$ cat config.mk
export PLATFORM = sky130hd
export DESIGN_NAME = hfs_walk
export DESIGN_NICKNAME = d
export VERILOG_FILES = /design/src/hdl/hfs_pkg.sv /design/src/hdl/hfs_walk.sv
export SDC_FILE = /design/constraint.sdc
export NUM_CORES = 1
export LEC_CHECK = 0
export BUFFER_PORTS_ARGS = -buffer_cell sky130_fd_sc_hd__buf_2
export CAP_MARGIN = 30
export CORE_MARGIN = 1.5
export CORE_UTILIZATION = 50
export DETAILED_ROUTE_END_ITERATION = 8
export GPL_TIMING_DRIVEN = 1
export PLACE_DENSITY = 0.67
export SKIP_LAST_GASP = 1
export SLEW_MARGIN = 20
export SYNTH_ARGS = -nofsm -noshare
export SYNTH_HDL_FRONTEND = slang
export SYNTH_SLANG_ARGS = --single-unit
export TNS_END_PERCENT = 1
$ cat constraint.sdc
create_clock -name clock -period 5.2 [get_ports clock]
set_input_delay 0.52 -clock clock [delete_from_list [all_inputs] [get_ports clock]]
set_output_delay 0.52 -clock clock [all_outputs]
set_load 0.05 [all_outputs]
$ cat src/hdl/hfs_pkg.sv
// Shared types, constants and codes for the heap fit search block.
package hfs_pkg;

   localparam int HEAP_WORDS = 4096;
   localparam int ADDR_W     = 12;
   localparam int SIZE_W     = 13;
   localparam int HDR_W      = SIZE_W + 1;
   localparam int DEPTH      = 1 << ADDR_W;
   localparam int READS_W    = $clog2(HEAP_WORDS + 1);
   localparam int SUM_W      = $clog2(HEAP_WORDS + (1 << SIZE_W)) + 1;

   localparam int CSR_IDX_W  = 1;
   localparam int CSR_DATA_W = 12;

   localparam logic [CSR_IDX_W-1:0] CSR_FIT_POLICY = 1'b0;
   localparam logic [CSR_IDX_W-1:0] CSR_CHAIN_BASE = 1'b1;

   localparam logic OP_WRITE  = 1'b0;
   localparam logic OP_SEARCH = 1'b1;

   localparam logic ST_OK    = 1'b0;
   localparam logic ST_NOMEM = 1'b1;

   typedef enum logic [1:0] {
      POL_FIRST = 2'd0,
      POL_BEST  = 2'd1,
      POL_WORST = 2'd2,
      POL_NEXT  = 2'd3
   } policy_type;

   typedef struct packed {
      policy_type        policy;
      logic [ADDR_W-1:0] chain_base;
   } cfg_type;

   typedef struct packed {
      logic              operation;
      logic [ADDR_W-1:0] header_address;
      logic [SIZE_W-1:0] header_size;
      logic              header_taken;
      logic [SIZE_W-1:0] request_words;
   } cmd_type;

   typedef struct packed {
      logic              status;
      logic [ADDR_W-1:0] block_address;
      logic              at_heap_end;
   } result_type;

   typedef struct packed {
      logic              we;
      logic [ADDR_W-1:0] addr;
      logic [HDR_W-1:0]  wdata;
   } mem_req_type;

endpackage

$ cat src/hdl/hfs_walk.sv
// Chain walker: header writes and policy-driven search, one header read per cycle.
module hfs_walk (
   input  logic                  clock,
   input  logic                  reset,
   input  hfs_pkg::cfg_type      cfg,
   input  logic                  cmd_valid,
   output logic                  cmd_ready,
   input  hfs_pkg::cmd_type      cmd,
   output hfs_pkg::mem_req_type  mreq,
   input  logic [hfs_pkg::HDR_W-1:0] rdata,
   output logic                  res_valid,
   input  logic                  res_free,
   output hfs_pkg::result_type   res
);
   import hfs_pkg::*;

   typedef enum logic [2:0] {
      S_IDLE = 3'b001,
      S_WALK = 3'b010,
      S_DONE = 3'b100
   } state_type;

   state_type         state_ff, state_in;
   logic [ADDR_W-1:0] h_ff, h_in;
   logic [ADDR_W-1:0] start_ff, start_in;
   logic [SIZE_W-1:0] req_ff, req_in;
   logic [SUM_W-1:0]  n_ff, n_in;
   logic [READS_W-1:0] reads_ff, reads_in;
   logic              wrapped_ff, wrapped_in;
   logic              have_ff, have_in;
   logic [ADDR_W-1:0] pick_ff, pick_in;
   logic [SIZE_W-1:0] pick_size_ff, pick_size_in;
   logic [ADDR_W-1:0] rover_ff, rover_in;
   logic              rover_set_ff, rover_set_in;
   result_type        res_ff, res_in;

   logic [SIZE_W-1:0] w;
   logic              taken;
   logic              term;
   logic              fits;
   logic              better;
   logic              limit;
   logic              over;
   logic [ADDR_W-1:0] next_h;
   logic [ADDR_W-1:0] s_addr;

   assign w      = rdata[SIZE_W-1:0];
   assign taken  = rdata[SIZE_W];
   assign term   = (w == '0);
   assign fits   = !taken && (w >= req_ff);
   assign next_h = h_ff + w[ADDR_W-1:0] + ADDR_W'(1);
   assign limit  = (reads_ff == READS_W'(HEAP_WORDS));
   assign over   = (n_ff + SUM_W'(req_ff)) > SUM_W'(HEAP_WORDS - 2);
   assign better = !have_ff ||
                   ((cfg.policy == POL_WORST) ? (w > pick_size_ff) : (w < pick_size_ff));
   assign s_addr = rover_set_ff ? rover_ff : cfg.chain_base;

   always_comb begin
      state_in     = state_ff;
      h_in         = h_ff;
      start_in     = start_ff;
      req_in       = req_ff;
      n_in         = n_ff;
      reads_in     = reads_ff;
      wrapped_in   = wrapped_ff;
      have_in      = have_ff;
      pick_in      = pick_ff;
      pick_size_in = pick_size_ff;
      rover_in     = rover_ff;
      rover_set_in = rover_set_ff;
      res_in       = res_ff;
      mreq.we      = 1'b0;
      mreq.addr    = h_ff;
      mreq.wdata   = {cmd.header_taken, cmd.header_size};

      unique case (state_ff)
         S_IDLE: begin
            if (cmd_valid) begin
               if (cmd.operation == OP_WRITE) begin
                  mreq.we   = 1'b1;
                  mreq.addr = cmd.header_address;
                  res_in    = '0;
                  state_in  = S_DONE;
               end else begin
                  if (cfg.policy == POL_NEXT) begin
                     rover_in     = s_addr;
                     rover_set_in = 1'b1;
                     h_in         = s_addr;
                     start_in     = s_addr;
                     mreq.addr    = s_addr;
                  end else begin
                     h_in      = cfg.chain_base;
                     start_in  = cfg.chain_base;
                     mreq.addr = cfg.chain_base;
                  end
                  req_in     = cmd.request_words;
                  n_in       = '0;
                  reads_in   = '0;
                  wrapped_in = 1'b0;
                  have_in    = 1'b0;
                  state_in   = S_WALK;
               end
            end
         end
         S_WALK: begin
            h_in      = next_h;
            mreq.addr = next_h;
            reads_in  = reads_ff + READS_W'(1);
            if (limit) begin
               res_in   = '{status: ST_NOMEM, block_address: '0, at_heap_end: 1'b0};
               state_in = S_DONE;
            end else begin
               unique case (cfg.policy)
                  POL_FIRST: begin
                     if (over) begin
                        res_in   = '{status: ST_NOMEM, block_address: '0, at_heap_end: 1'b0};
                        state_in = S_DONE;
                     end else if (term || fits) begin
                        res_in   = '{status: ST_OK, block_address: h_ff, at_heap_end: term};
                        state_in = S_DONE;
                     end else begin
                        n_in = n_ff + SUM_W'(w);
                     end
                  end
                  POL_BEST, POL_WORST: begin
                     if (term) begin
                        res_in = '{status: ST_OK, block_address: (have_ff ? pick_ff : h_ff),
                                   at_heap_end: !have_ff};
                        state_in = S_DONE;
                     end else if (fits && better) begin
                        have_in      = 1'b1;
                        pick_in      = h_ff;
                        pick_size_in = w;
                     end
                  end
                  POL_NEXT: begin
                     priority if (wrapped_ff && (h_ff == start_ff)) begin
                        state_in = S_DONE;
                        if (term) begin
                           res_in   = '{status: ST_OK, block_address: h_ff, at_heap_end: 1'b1};
                           rover_in = h_ff + req_ff[ADDR_W-1:0] + ADDR_W'(1);
                        end else if (have_ff) begin
                           res_in   = '{status: ST_OK, block_address: pick_ff,
                                        at_heap_end: 1'b1};
                           rover_in = pick_ff + req_ff[ADDR_W-1:0] + ADDR_W'(1);
                        end else begin
                           res_in = '{status: ST_NOMEM, block_address: '0, at_heap_end: 1'b0};
                        end
                     end else if (term) begin
                        if (!wrapped_ff) begin
                           have_in    = 1'b1;
                           pick_in    = h_ff;
                           wrapped_in = 1'b1;
                           h_in       = cfg.chain_base;
                           mreq.addr  = cfg.chain_base;
                        end else begin
                           res_in   = '{status: ST_OK, block_address: h_ff, at_heap_end: 1'b1};
                           rover_in = h_ff + req_ff[ADDR_W-1:0] + ADDR_W'(1);
                           state_in = S_DONE;
                        end
                     end else if (fits) begin
                        res_in   = '{status: ST_OK, block_address: h_ff, at_heap_end: 1'b0};
                        rover_in = next_h;
                        state_in = S_DONE;
                     end else begin
                        state_in = S_WALK;
                     end
                  end
                  default: begin
                     state_in = S_DONE;
                  end
               endcase
            end
         end
         S_DONE: begin
            if (res_free) begin
               state_in = S_IDLE;
            end
         end
         default: begin
            state_in = S_IDLE;
         end
      endcase
   end

   always_ff @(posedge clock) begin
      if (reset) begin
         state_ff     <= S_IDLE;
         rover_ff     <= '0;
         rover_set_ff <= 1'b0;
      end else begin
         state_ff     <= state_in;
         rover_ff     <= rover_in;
         rover_set_ff <= rover_set_in;
      end
   end

   always_ff @(posedge clock) begin
      h_ff         <= h_in;
      start_ff     <= start_in;
      req_ff       <= req_in;
      n_ff         <= n_in;
      reads_ff     <= reads_in;
      wrapped_ff   <= wrapped_in;
      have_ff      <= have_in;
      pick_ff      <= pick_in;
      pick_size_ff <= pick_size_in;
      res_ff       <= res_in;
   end

   assign cmd_ready = (state_ff == S_IDLE);
   assign res_valid = (state_ff == S_DONE);
   assign res       = res_ff;

endmodule

After elaboration in Yosys (flattened, before gate mapping)
Cells that the tools add are included.

word-level totals
  register bits after elaboration = 122
  bits of input ports = 72
  logic and storage cells = 178

cells by class
  $add $sub $neg = 9
  $lt $le $gt $ge = 4
  equality and inequality tests = 38
  multiplexer cells = 87
  bitwise gates (word level) = 2
  reductions and logical operators = 23

operators with widths
  cell                     number
  $mux W12                 27
  $mux W14                 12
  $pmux W12 S2             4
  $mux W15                 6
  $pmux W14 S3             1
  $mux W13                 3
  $add A12 B1 Y12 const B  3
  $add A12 B12 Y12         3
  $mux W3                  11
  $add A15 B13 Y15         2
  $pmux W15 S2             1
  $pmux W14 S2             1
  $ne A2 B2 Y1 const B     13
  $pmux W13 S2             1
  $reduce_and A7 Y1        3
  $pmux W3 S3              2
  $ne A4 B4 Y1 const B     4
  $gt A15 B12 Y1 const B   1
  $mux W1                  15
  $ne A3 B3 Y1 const B     5
  $add A13 B1 Y13 const B  1
  $eq A13 B13 Y1 const B   1
  $ge A13 B13 Y1           1
  $gt A13 B13 Y1           1
  26 further kinds         41

Depth between registers and ports, before layout
Gate-level depths: netlist of run 1.

  word-level depth = 9
  gate-level depth with buffers = 12
  gate-level depth less buffers = 12

Worst setup path after synthesis of run 1
Ideal clock, no wire load.

  path kind = input -> output
  from = input rdata[0] (netlist bit)
  to = output mreq[24] (netlist bit)
  arrival = 3.383 ns
  setup slack = 1.297 ns
  stages = 11
  path buffers = 0
  cell sequence = inv_1 ha_1 inv_1 fa_1 a21oi_1 o211ai_1 o41ai_1 o21ai_0 xor2_1 mux2i_1 o21ai_0

RTL lines
  item             line            RTL
  start, declared  hfs_walk.sv:10  input logic [hfs_pkg::HDR_W-1:0] rdata,
  end, declared    hfs_walk.sv:9   output hfs_pkg::mem_req_type mreq,

==> impl_metrics.prom, run 1 <==
# TYPE chip_impl_metric gauge
chip_impl_metric{name="power_switching",unit="uW"} 1520
chip_impl_metric{name="synthToLayoutAreaGrowth",unit="%"} 12.9
chip_impl_metric{name="finish.instance_area",unit="sq um"} 10600
chip_impl_metric{name="final_period_minus_worst_setup_slack",unit="ns"} 4.25
chip_impl_metric{name="cts.repair.resized",unit=""} 0
chip_impl_metric{name="grt_usage",unit="%"} 26.7
chip_impl_metric{name="detailroute.via_count",unit=""} 7812
chip_impl_info{name="rsz0062_at_grt",value="no"} 1
chip_impl_metric{name="layout.filler_cells",unit=""} 1578
chip_impl_metric{name="grt_pass1_vias",unit=""} 7435
chip_impl_info{name="result_of_the_run",value="complete, but fails checks"} 1
chip_impl_metric{name="synth_area_per_cell",unit="sq um"} 9.52
chip_impl_metric{name="synth_nets",unit=""} 1150
chip_impl_metric{name="fp.dieW",unit="um"} 140
chip_impl_info{name="grt.busiest_layer",value="met2"} 1
chip_impl_info{name="violations",value="DRC"} 1
chip_impl_info{name="synth-main-ff-cell",value="sky130_fd_sc_hd__edfxtp_1"} 1
chip_impl_metric{name="max_freq",unit="GHz"} 0.235
chip_impl_metric{name="critical_path.n_buffers_inverters",unit=""} 3
chip_impl_metric{name="finalCoreUtilization",unit="%"} 58.2
chip_impl_metric{name="timing.slew.headroom",unit="%"} 39.0
chip_impl_metric{name="gr-usage-met2",unit="%"} 41.6
chip_impl_info{name="worstSetupPathType",value="reg -> out"} 1
chip_impl_metric{name="ys_async_sr_fraction",unit="%"} 0
chip_impl_metric{name="fin_setup_tns",unit="ns"} 0
chip_impl_metric{name="postRouteAntennaNets",unit=""} 0
chip_impl_info{name="path_delay_family",value="compound AO/OA/AOI/OAI gates"} 1
chip_impl_metric{name="post_cts_setup_bufs",unit=""} 0
chip_impl_metric{name="place.port_buffers",unit=""} 86
chip_impl_metric{name="drc",unit=""} 6
chip_impl_metric{name="number_of_buffers_created_by_cts",unit=""} 17
chip_impl_metric{name="arrival",unit="ns"} 3.73
chip_impl_metric{name="multi_input_comb_area",unit="sq um"} 5350
chip_impl_metric{name="buffers_from_clock_root_to_sink_at_most",unit=""} 2
chip_impl_metric{name="finalWeightedCongestion",unit=""} 0.933
chip_impl_metric{name="insertedDiodeCount",unit=""} 0
chip_impl_metric{name="rows",unit=""} 49
chip_impl_info{name="timing.critical_path.slowest_stage_cell",value="sky130_fd_sc_hd__o41ai_1"} 1
chip_impl_metric{name="setup_violations",unit=""} 0
chip_impl_metric{name="design.final.nets",unit=""} 1222
chip_impl_metric{name="slew_viol_final",unit=""} 0
chip_impl_metric{name="grt_overflow",unit=""} 0
chip_impl_metric{name="grt_first_pass_wirelength",unit="um"} 40400
chip_impl_metric{name="p_comb_share",unit="%"} 34.8
chip_impl_metric{name="clkLatencyLatePin",unit="ns"} 0.43
chip_impl_metric{name="cts.reportedPaths.clkPinSlew",unit="ns"} 0.06
chip_impl_metric{name="totalWireLength",unit="um"} 25800
chip_impl_info{name="crit_path_cell_trace",value="inv_1 -> ha_1 -> inv_1 -> fa_1 -> a21oi_1 -> o211ai_1 -> o41ai_1 -> o21ai_0 -> xor2_1 -> mux2i_1 -> o21ai_0 -> buf_2"} 1
chip_impl_metric{name="grt_start_max_net_pins",unit=""} 54
chip_impl_metric{name="power.density_cell_area",unit="nW/um^2"} 379
chip_impl_metric{name="critical_path.max_fanout",unit=""} 5
chip_impl_metric{name="synth_top_area_share",unit="%"} 34.0
chip_impl_metric{name="drt-wirelength-per-cell",unit="um"} 19.9
chip_impl_metric{name="yosys_warnings",unit=""} 0
chip_impl_metric{name="seq_area_frac_synth",unit="%"} 37.4
chip_impl_metric{name="drt-pass1-iter-count",unit=""} 7
chip_impl_metric{name="synth-edff-count",unit=""} 106
chip_impl_metric{name="power_report.internal_total",unit="uW"} 2490
chip_impl_info{name="type_of_destination_of_the_critical_path",value="output pin"} 1
chip_impl_metric{name="core_area",unit="sq um"} 18100
chip_impl_metric{name="finClkSkew",unit="ns"} 0.00841
chip_impl_metric{name="antenna_found_initial",unit=""} 0
chip_impl_metric{name="cts_max_level",unit=""} 4
chip_impl_metric{name="netSwitchingFraction",unit="%"} 37.9
chip_impl_metric{name="clock_power_share",unit="%"} 32.1
chip_impl_metric{name="grt_util_met1",unit="%"} 38.0
chip_impl_metric{name="start_util",unit="%"} 51.6
chip_impl_metric{name="synth.cell_area",unit="sq um"} 9360
chip_impl_metric{name="worst-slew-pin-transition",unit="ns"} 0.902
chip_impl_info{name="synth_top_area_cell",value="sky130_fd_sc_hd__edfxtp_1"} 1
chip_impl_metric{name="global_route_met3_utilization",unit="%"} 3.13
chip_impl_metric{name="vias_per_cell",unit=""} 6.02
chip_impl_metric{name="floorplan_die_height",unit="um"} 140
chip_impl_metric{name="die_ar",unit="sq um"} 19500
chip_impl_metric{name="proportion_of_layout_cells_with_a_drive_suffix_above_1",unit="%"} 14.0
chip_impl_info{name="synth_area_leaders",value="sky130_fd_sc_hd__edfxtp_1 (34%), sky130_fd_sc_hd__ha_1 (12%), sky130_fd_sc_hd__mux2i_1 (4.1%)"} 1
chip_impl_metric{name="first_iter_violations",unit=""} 727
chip_impl_info{name="worst_setup_path_start_kind",value="flop"} 1
chip_impl_info{name="ctsRootBufferMaster",value="sky130_fd_sc_hd__clkbuf_16"} 1
chip_impl_metric{name="cp_slowest_stage_delay",unit="ns"} 0.50
chip_impl_metric{name="clock_sinks",unit=""} 122
chip_impl_info{name="cell_types_with_the_highest_counts_after_synthesis",value="sky130_fd_sc_hd__edfxtp_1 (106), sky130_fd_sc_hd__nor2_1 (99), sky130_fd_sc_hd__ha_1 (90), sky130_fd_sc_hd__inv_1 (70), sky130_fd_sc_hd__a21oi_1 (58)"} 1
chip_impl_metric{name="post-route-period-util",unit="%"} 81.7
chip_impl_metric{name="worst_ir_drop_on_vdd",unit="mV"} 0.266
chip_impl_info{name="worstHoldPathType",value="in -> reg"} 1
chip_impl_metric{name="sequential_cell_area",unit="sq um"} 3500
chip_impl_metric{name="cts.hold.buffers_added",unit=""} 0
chip_impl_metric{name="power_leakage",unit="uW"} 0.00434
chip_impl_info{name="yosysMostFrequentCell",value="sky130_fd_sc_hd__edfxtp_1"} 1
chip_impl_metric{name="synth_cells",unit=""} 983
chip_impl_metric{name="hpwl",unit="um"} 19000
chip_impl_metric{name="postPlaceCellArea",unit="sq um"} 9940
chip_impl_metric{name="ys_ff_latch",unit=""} 122
chip_impl_metric{name="holdWs",unit="ns"} 0.262
chip_impl_info{name="tritoncts",value="done"} 1
chip_impl_metric{name="required",unit="ns"} 4.68
chip_impl_metric{name="hold_violations",unit=""} 0
chip_impl_metric{name="ys_types",unit=""} 72
chip_impl_metric{name="power.share.sequential",unit="%"} 33.0
chip_impl_metric{name="max_cap_violations",unit=""} 0
chip_impl_metric{name="top_ports",unit=""} 115
-- power by group through the flow --
stage / Sequential, uW / Combinational, uW / Clock [uW]
detailed placement: 1340 / 1370 / 0
finish: 1320 / 1400 / 1290
CTS: 1320 / 1380 / 1300
floorplan: 1440 / 939 / 0
global placement: 1340 / 1350 / 0
global route: 1340 / 1510 / 1340
-- worst reg2reg max path, stage by stage (launching register included) --
cell and delay (ns):
sky130_fd_sc_hd__edfxtp_1 0.53, sky130_fd_sc_hd__ha_1 0.34, sky130_fd_sc_hd__a211oi_1 0.44, sky130_fd_sc_hd__o31a_1 0.37
sky130_fd_sc_hd__xor2_1 0.12, sky130_fd_sc_hd__a211oi_1 0.20, sky130_fd_sc_hd__nand3_1 0.15, sky130_fd_sc_hd__nor4_2 0.49
sky130_fd_sc_hd__or3_1 0.28, sky130_fd_sc_hd__and3_1 0.73
-- layout make-up --
class | count | share of cell area (%)
sequential | 122 | 33.2
clock buffer | 18 | 4.06
multi-input combinational | 746 | 50.6
tap | 229 | 2.71
clock inverter | 14 | 1.87
timing repair buffer | 96 | 4.97
inverter | 72 | 2.57
-- path summary, 6_finish.rpt --
check | from | cells after the start | end | slack [ns]
hold / removal | cmd[10] | 1 | req_ff[10]$_DFFE_PP_ | 0.26
setup / recovery | h_ff[0]$_DFFE_PP_ | 12 | mreq[24] | 0.95
setup reg to reg | req_ff[1]$_DFFE_PP_ | 9 | res[9]$_SDFFCE_PP0P_ | 1.16
hold reg to reg | rover_ff[10]$_SDFFE_PP0P_ | 2 | rover_ff[10]$_SDFFE_PP0P_ | 0.49
-- registers in the layout, summed over array words and instances, names as in the netlist, 13 cells and up --
| signal | flops |
|---|---|
| n_ff | 15 |
| req_ff | 13 |
| pick_size_ff | 13 |
| res | 14 |
| reads_ff | 13 |
-- logic make-up (layout without fill, tap and decap cells) --
family                   count (synthesis)  after routing  synth area share, %
multiplexers                            40             40                 4.30
flip-flops                             122            122                 37.4
buffers and inverters                  115            200                 5.47
AO/OA/AOI/OAI                          255            255                 18.5
adder cells (fa/ha/maj)                 95             95                 13.1
AND/OR/NAND/NOR                        292            292                 15.3
XOR/XNOR                                64             64                 5.99
-- cell usage in the layout (no fill, tap or decap), types with 35 or more instances in the layout --
master / synthesis / routed
sky130_fd_sc_hd__buf_2: 3 / 86
sky130_fd_sc_hd__nand2_1: 53 / 53
sky130_fd_sc_hd__edfxtp_1: 106 / 106
sky130_fd_sc_hd__nor2_1: 99 / 99
sky130_fd_sc_hd__xnor2_1: 40 / 40
sky130_fd_sc_hd__o21ai_0: 50 / 50
sky130_fd_sc_hd__mux2i_1: 38 / 38
sky130_fd_sc_hd__a21oi_1: 58 / 58
sky130_fd_sc_hd__ha_1: 90 / 90
sky130_fd_sc_hd__inv_1: 70 / 70
sky130_fd_sc_hd__nor3_1: 36 / 35
-- metal layers --
layer | wire, um | share of wire, % | up-vias
li1 | - | - | 3794
met3 | 1340 | 5.2 | 56
met4 | 696 | 2.7 | 0
met2 | 11500 | 45 | 266
met1 | 12200 | 47 | 3696
met5 | 0 | 0 | -
-- per-stage QoR --
step	power, uW	std cells	setup WS [ns]
after floorplan	2380	983	1.30
after global placement	2700	1264	1.34
after detailed placement	2710	1265	1.28
after CTS	4010	1297	0.954
after global routing	4180	1297	0.705
final	4010	1297	0.950
(Power assumes the default switching activity.)
==> run 2: changes to the inputs <==
--- a/config.mk
+++ b/config.mk
@@ -5,13 +5,14 @@
 export SDC_FILE = /design/constraint.sdc
 export NUM_CORES = 1
 export LEC_CHECK = 0
+export ABC_AREA = 1
 export BUFFER_PORTS_ARGS = -buffer_cell sky130_fd_sc_hd__buf_2
 export CAP_MARGIN = 30
 export CORE_MARGIN = 1.5
 export CORE_UTILIZATION = 50
 export DETAILED_ROUTE_END_ITERATION = 8
 export GPL_TIMING_DRIVEN = 1
-export PLACE_DENSITY = 0.67
+export PLACE_DENSITY = 0.7
 export SKIP_LAST_GASP = 1
 export SLEW_MARGIN = 20
 export SYNTH_ARGS = -nofsm -noshare
==> constraint.sdc (replaced) <==
create_clock -name clock -period 3.8 [get_ports clock]
set_input_delay 0.38 -clock clock [delete_from_list [all_inputs] [get_ports clock]]
set_output_delay 0.38 -clock clock [all_outputs]
set_load 0.05 [all_outputs]
==> impl_metrics.prom, run 2 <==
# TYPE chip_impl_metric gauge
chip_impl_info{name="result_of_the_run",value="finished, final reports clean"} 1
chip_impl_metric{name="timing.slew.headroom",unit="%"} 46.3
chip_impl_metric{name="vias_per_cell",unit=""} 5.67
chip_impl_metric{name="hpwl",unit="um"} 23900
chip_impl_metric{name="clkLatencyLatePin",unit="ns"} 0.43
chip_impl_info{name="yosysMostFrequentCell",value="sky130_fd_sc_hd__nand2_1"} 1
chip_impl_metric{name="detailroute.via_count",unit=""} 9828
chip_impl_info{name="cell_types_with_the_highest_counts_after_synthesis",value="sky130_fd_sc_hd__nand2_1 (313), sky130_fd_sc_hd__inv_1 (182), sky130_fd_sc_hd__a21oi_1 (113), sky130_fd_sc_hd__nor2_1 (111), sky130_fd_sc_hd__edfxtp_1 (106)"} 1
chip_impl_metric{name="cts.hold.buffers_added",unit=""} 0
chip_impl_metric{name="start_util",unit="%"} 50.9
chip_impl_metric{name="first_iter_violations",unit=""} 1096
chip_impl_metric{name="post-route-period-util",unit="%"} 96.0
chip_impl_metric{name="fin_setup_tns",unit="ns"} 0
chip_impl_metric{name="p_comb_share",unit="%"} 57.9
chip_impl_metric{name="worst-slew-pin-transition",unit="ns"} 0.805
chip_impl_info{name="registers.top_by_ff_count",value="n_ff"} 1
chip_impl_metric{name="buffers_from_clock_root_to_sink_at_most",unit=""} 2
chip_impl_metric{name="yosys_warnings",unit=""} 0
chip_impl_info{name="worst_setup_path_start_kind",value="flop"} 1
chip_impl_metric{name="worst-r2r-cell-count",unit=""} 14
chip_impl_metric{name="floorplan_die_height",unit="um"} 146
chip_impl_metric{name="clock_power_share",unit="%"} 16.0
chip_impl_metric{name="critical_path.max_fanout",unit=""} 12
chip_impl_metric{name="top_ports",unit=""} 115
chip_impl_metric{name="power_switching",unit="uW"} 5040
chip_impl_metric{name="worstHoldPathCells",unit=""} 1
chip_impl_metric{name="seq_area_frac_synth",unit="%"} 34.1
chip_impl_metric{name="power_report.internal_total",unit="uW"} 4580
chip_impl_metric{name="layout.filler_cells",unit=""} 1899
chip_impl_info{name="layout.cells.most_common_list",value="sky130_fd_sc_hd__nand2_1 (313), sky130_fd_sc_hd__inv_1 (182), sky130_fd_sc_hd__a21oi_1 (113)"} 1
chip_impl_metric{name="ys_types",unit=""} 54
chip_impl_metric{name="finalWeightedCongestion",unit=""} 0.954
chip_impl_metric{name="fp.dieW",unit="um"} 146
chip_impl_metric{name="drc",unit=""} 0
chip_impl_metric{name="antenna_found_initial",unit=""} 0
chip_impl_info{name="worstHoldPathType",value="in -> reg"} 1
chip_impl_metric{name="post_cts_setup_bufs",unit=""} 0
chip_impl_metric{name="cts.reportedPaths.clkPinSlew",unit="ns"} 0.06
chip_impl_metric{name="design.final.nets",unit=""} 1618
chip_impl_metric{name="max_freq",unit="GHz"} 0.274
chip_impl_metric{name="ys_async_sr_fraction",unit="%"} 0
chip_impl_metric{name="synth_nets",unit=""} 1539
chip_impl_metric{name="hold_violations",unit=""} 0
chip_impl_metric{name="synth-edff-count",unit=""} 106
chip_impl_metric{name="netSwitchingFraction",unit="%"} 52.4
chip_impl_metric{name="max_cap_violations",unit=""} 0
chip_impl_metric{name="clock_sinks",unit=""} 122
chip_impl_metric{name="grt_first_pass_wirelength",unit="um"} 50100
chip_impl_info{name="synth-main-ff-cell",value="sky130_fd_sc_hd__edfxtp_1"} 1
chip_impl_metric{name="setup_violations",unit=""} 0
chip_impl_info{name="worstSetupPathType",value="reg -> out"} 1
chip_impl_metric{name="ys_ff_latch",unit=""} 122
chip_impl_metric{name="grt_start_max_net_pins",unit=""} 35
chip_impl_metric{name="synthToLayoutAreaGrowth",unit="%"} 11.6
chip_impl_metric{name="power.density_cell_area",unit="nW/um^2"} 839
chip_impl_info{name="synth_area_leaders",value="sky130_fd_sc_hd__edfxtp_1 (31%), sky130_fd_sc_hd__nand2_1 (11%), sky130_fd_sc_hd__ha_1 (11%)"} 1
chip_impl_metric{name="proportion_of_layout_cells_with_a_drive_suffix_above_1",unit="%"} 12.2
chip_impl_info{name="synth_top_area_cell",value="sky130_fd_sc_hd__edfxtp_1"} 1
chip_impl_metric{name="core_area",unit="sq um"} 20200
chip_impl_metric{name="power.share.sequential",unit="%"} 26.1
chip_impl_metric{name="cts.repair.resized",unit=""} 0
chip_impl_metric{name="slew_viol_final",unit=""} 0
chip_impl_metric{name="grt_usage",unit="%"} 30.3
chip_impl_metric{name="grt_pass1_vias",unit=""} 9329
chip_impl_metric{name="insertedDiodeCount",unit=""} 0
chip_impl_metric{name="cts_max_level",unit=""} 4
chip_impl_info{name="layout_commonest_cell",value="sky130_fd_sc_hd__nand2_1"} 1
chip_impl_metric{name="largest_reg_flops",unit=""} 15
chip_impl_info{name="rsz0062_at_grt",value="no"} 1
chip_impl_metric{name="totalWireLength",unit="um"} 31800
chip_impl_metric{name="required",unit="ns"} 3.42
chip_impl_info{name="type_of_destination_of_the_critical_path",value="output pin"} 1
chip_impl_metric{name="power_leakage",unit="uW"} 0.00528
chip_impl_metric{name="number_of_buffers_created_by_cts",unit=""} 17
chip_impl_metric{name="synth_cells",unit=""} 1372
chip_impl_metric{name="drt-pass1-iter-count",unit=""} 6
chip_impl_metric{name="finClkSkew",unit="ns"} 0.00985
chip_impl_metric{name="synth_area_per_cell",unit="sq um"} 7.48
chip_impl_metric{name="total_power",unit="uW"} 9620
chip_impl_metric{name="final_period_minus_worst_setup_slack",unit="ns"} 3.65
chip_impl_metric{name="arrival",unit="ns"} 3.27
chip_impl_metric{name="synth.cell_area",unit="sq um"} 10300
chip_impl_metric{name="grt_overflow",unit=""} 0
chip_impl_metric{name="postPlaceCellArea",unit="sq um"} 10900
chip_impl_info{name="ctsRootBufferMaster",value="sky130_fd_sc_hd__clkbuf_16"} 1
chip_impl_info{name="tritoncts",value="done"} 1
chip_impl_metric{name="drt-wirelength-per-cell",unit="um"} 18.4
chip_impl_metric{name="worst_ir_drop_on_vdd",unit="mV"} 0.582
chip_impl_metric{name="die_ar",unit="sq um"} 21400
chip_impl_metric{name="postRouteAntennaNets",unit=""} 0
chip_impl_metric{name="rows",unit=""} 52
chip_impl_metric{name="synth_top_area_share",unit="%"} 31.0
chip_impl_metric{name="finish.instance_area",unit="sq um"} 11500
chip_impl_metric{name="place.port_buffers",unit=""} 86
[run 2: cell types whose count changed after synthesis, moves of 11 or more]
cell	previous run	this run
sky130_fd_sc_hd__nand4_1	6	42
sky130_fd_sc_hd__o21ai_0	50	105
sky130_fd_sc_hd__a21o_1	16	4
sky130_fd_sc_hd__mux2i_1	38	7
sky130_fd_sc_hd__nor3_1	36	21
sky130_fd_sc_hd__nand3_1	24	83
sky130_fd_sc_hd__or3_1	12	0
sky130_fd_sc_hd__xnor2_1	40	13
sky130_fd_sc_hd__a211oi_1	22	0
sky130_fd_sc_hd__inv_1	70	182
sky130_fd_sc_hd__nand2_1	53	313
sky130_fd_sc_hd__nor2_1	99	111
sky130_fd_sc_hd__a21oi_1	58	113
sky130_fd_sc_hd__a22o_1	11	0
[run 2: cell type report]
| cell class | count | area (sq um) | share of cell area (%) |
|---|---|---|---|
| timing repair buffer | 104 | 566 | 4.93 |
| tap | 270 | 338 | 2.95 |
| multi-input combinational | 1018 | 5800 | 50.6 |
| clock inverter | 15 | 115 | 1.00 |
| clock buffer | 17 | 425 | 3.71 |
| inverter | 188 | 716 | 6.24 |
| sequential | 122 | 3500 | 30.6 |
[run 2: routing by layer]
metal	GRT usage [%]	vias up	wire length, um	share of wire [%]
li1	-	4820	-	-
met1	41.5	4450	13800	43
met2	46.3	464	13900	44
met3	5.09	94	2690	8.4
met4	15.3	0	1470	4.6
met5	0	-	0	0
[run 2: power by group through the flow]
stage               registers, uW  logic, uW  clock network [uW]
finish                       2510       5570                1540
global route                 2540       6140                1590
CTS                          2500       5490                1540
detailed placement           2520       5440                   0
global placement             2520       5410                   0
floorplan                    2630       3890                   0
[run 2: critical path, cell delays in order (launching register included)]
cell	delay, ns
sky130_fd_sc_hd__edfxtp_1	0.43
sky130_fd_sc_hd__inv_1	0.10
sky130_fd_sc_hd__ha_1	0.18
sky130_fd_sc_hd__nand3_1	0.08
sky130_fd_sc_hd__nor2_1	0.10
sky130_fd_sc_hd__nand2_1	0.12
sky130_fd_sc_hd__inv_1	0.12
sky130_fd_sc_hd__nor2_1	0.08
sky130_fd_sc_hd__nand2_1	0.38
sky130_fd_sc_hd__inv_1	0.31
sky130_fd_sc_hd__o21ai_0	0.43
sky130_fd_sc_hd__o2111ai_1	0.23
sky130_fd_sc_hd__buf_2	0.27
[run 2: worst paths after layout]
kind,to,from,slack [ns]
max,mreq[20],reads_ff[0]$_SDFFCE_PN0P_,0.15
min,req_ff[9]$_DFFE_PP_,cmd[9],0.13
max reg2reg,res[3]$_SDFFCE_PP0P_,req_ff[1]$_DFFE_PP_,0.62
min reg2reg,rover_ff[3]$_SDFFE_PP0P_,rover_ff[3]$_SDFFE_PP0P_,0.49
[run 2: cell families (layout without fill, tap and decap cells)]
family,Yosys count,in the layout,synth area share (%)
AND/OR/NAND/NOR,610,610,26.4
AO/OA/AOI/OAI,278,278,15.0
buffers and inverters,232,324,9.47
flip-flops,122,122,34.1
adder cells (fa/ha/maj),95,95,11.9
XOR/XNOR,28,28,2.39
multiplexers,7,7,0.682
[run 2: per-stage QoR]
stage	hold slack, ns	std cells	utilization (%)	setup slack (ns)
floorplan	0.449	1372	-	0.355
global placement	0.464	1702	54.2	0.734
detailed placement	0.472	1702	54.2	0.650
CTS	0.123	1734	56.8	0.246
global route	0.130	1734	56.8	0.0887
finish	0.130	1734	56.8	0.153
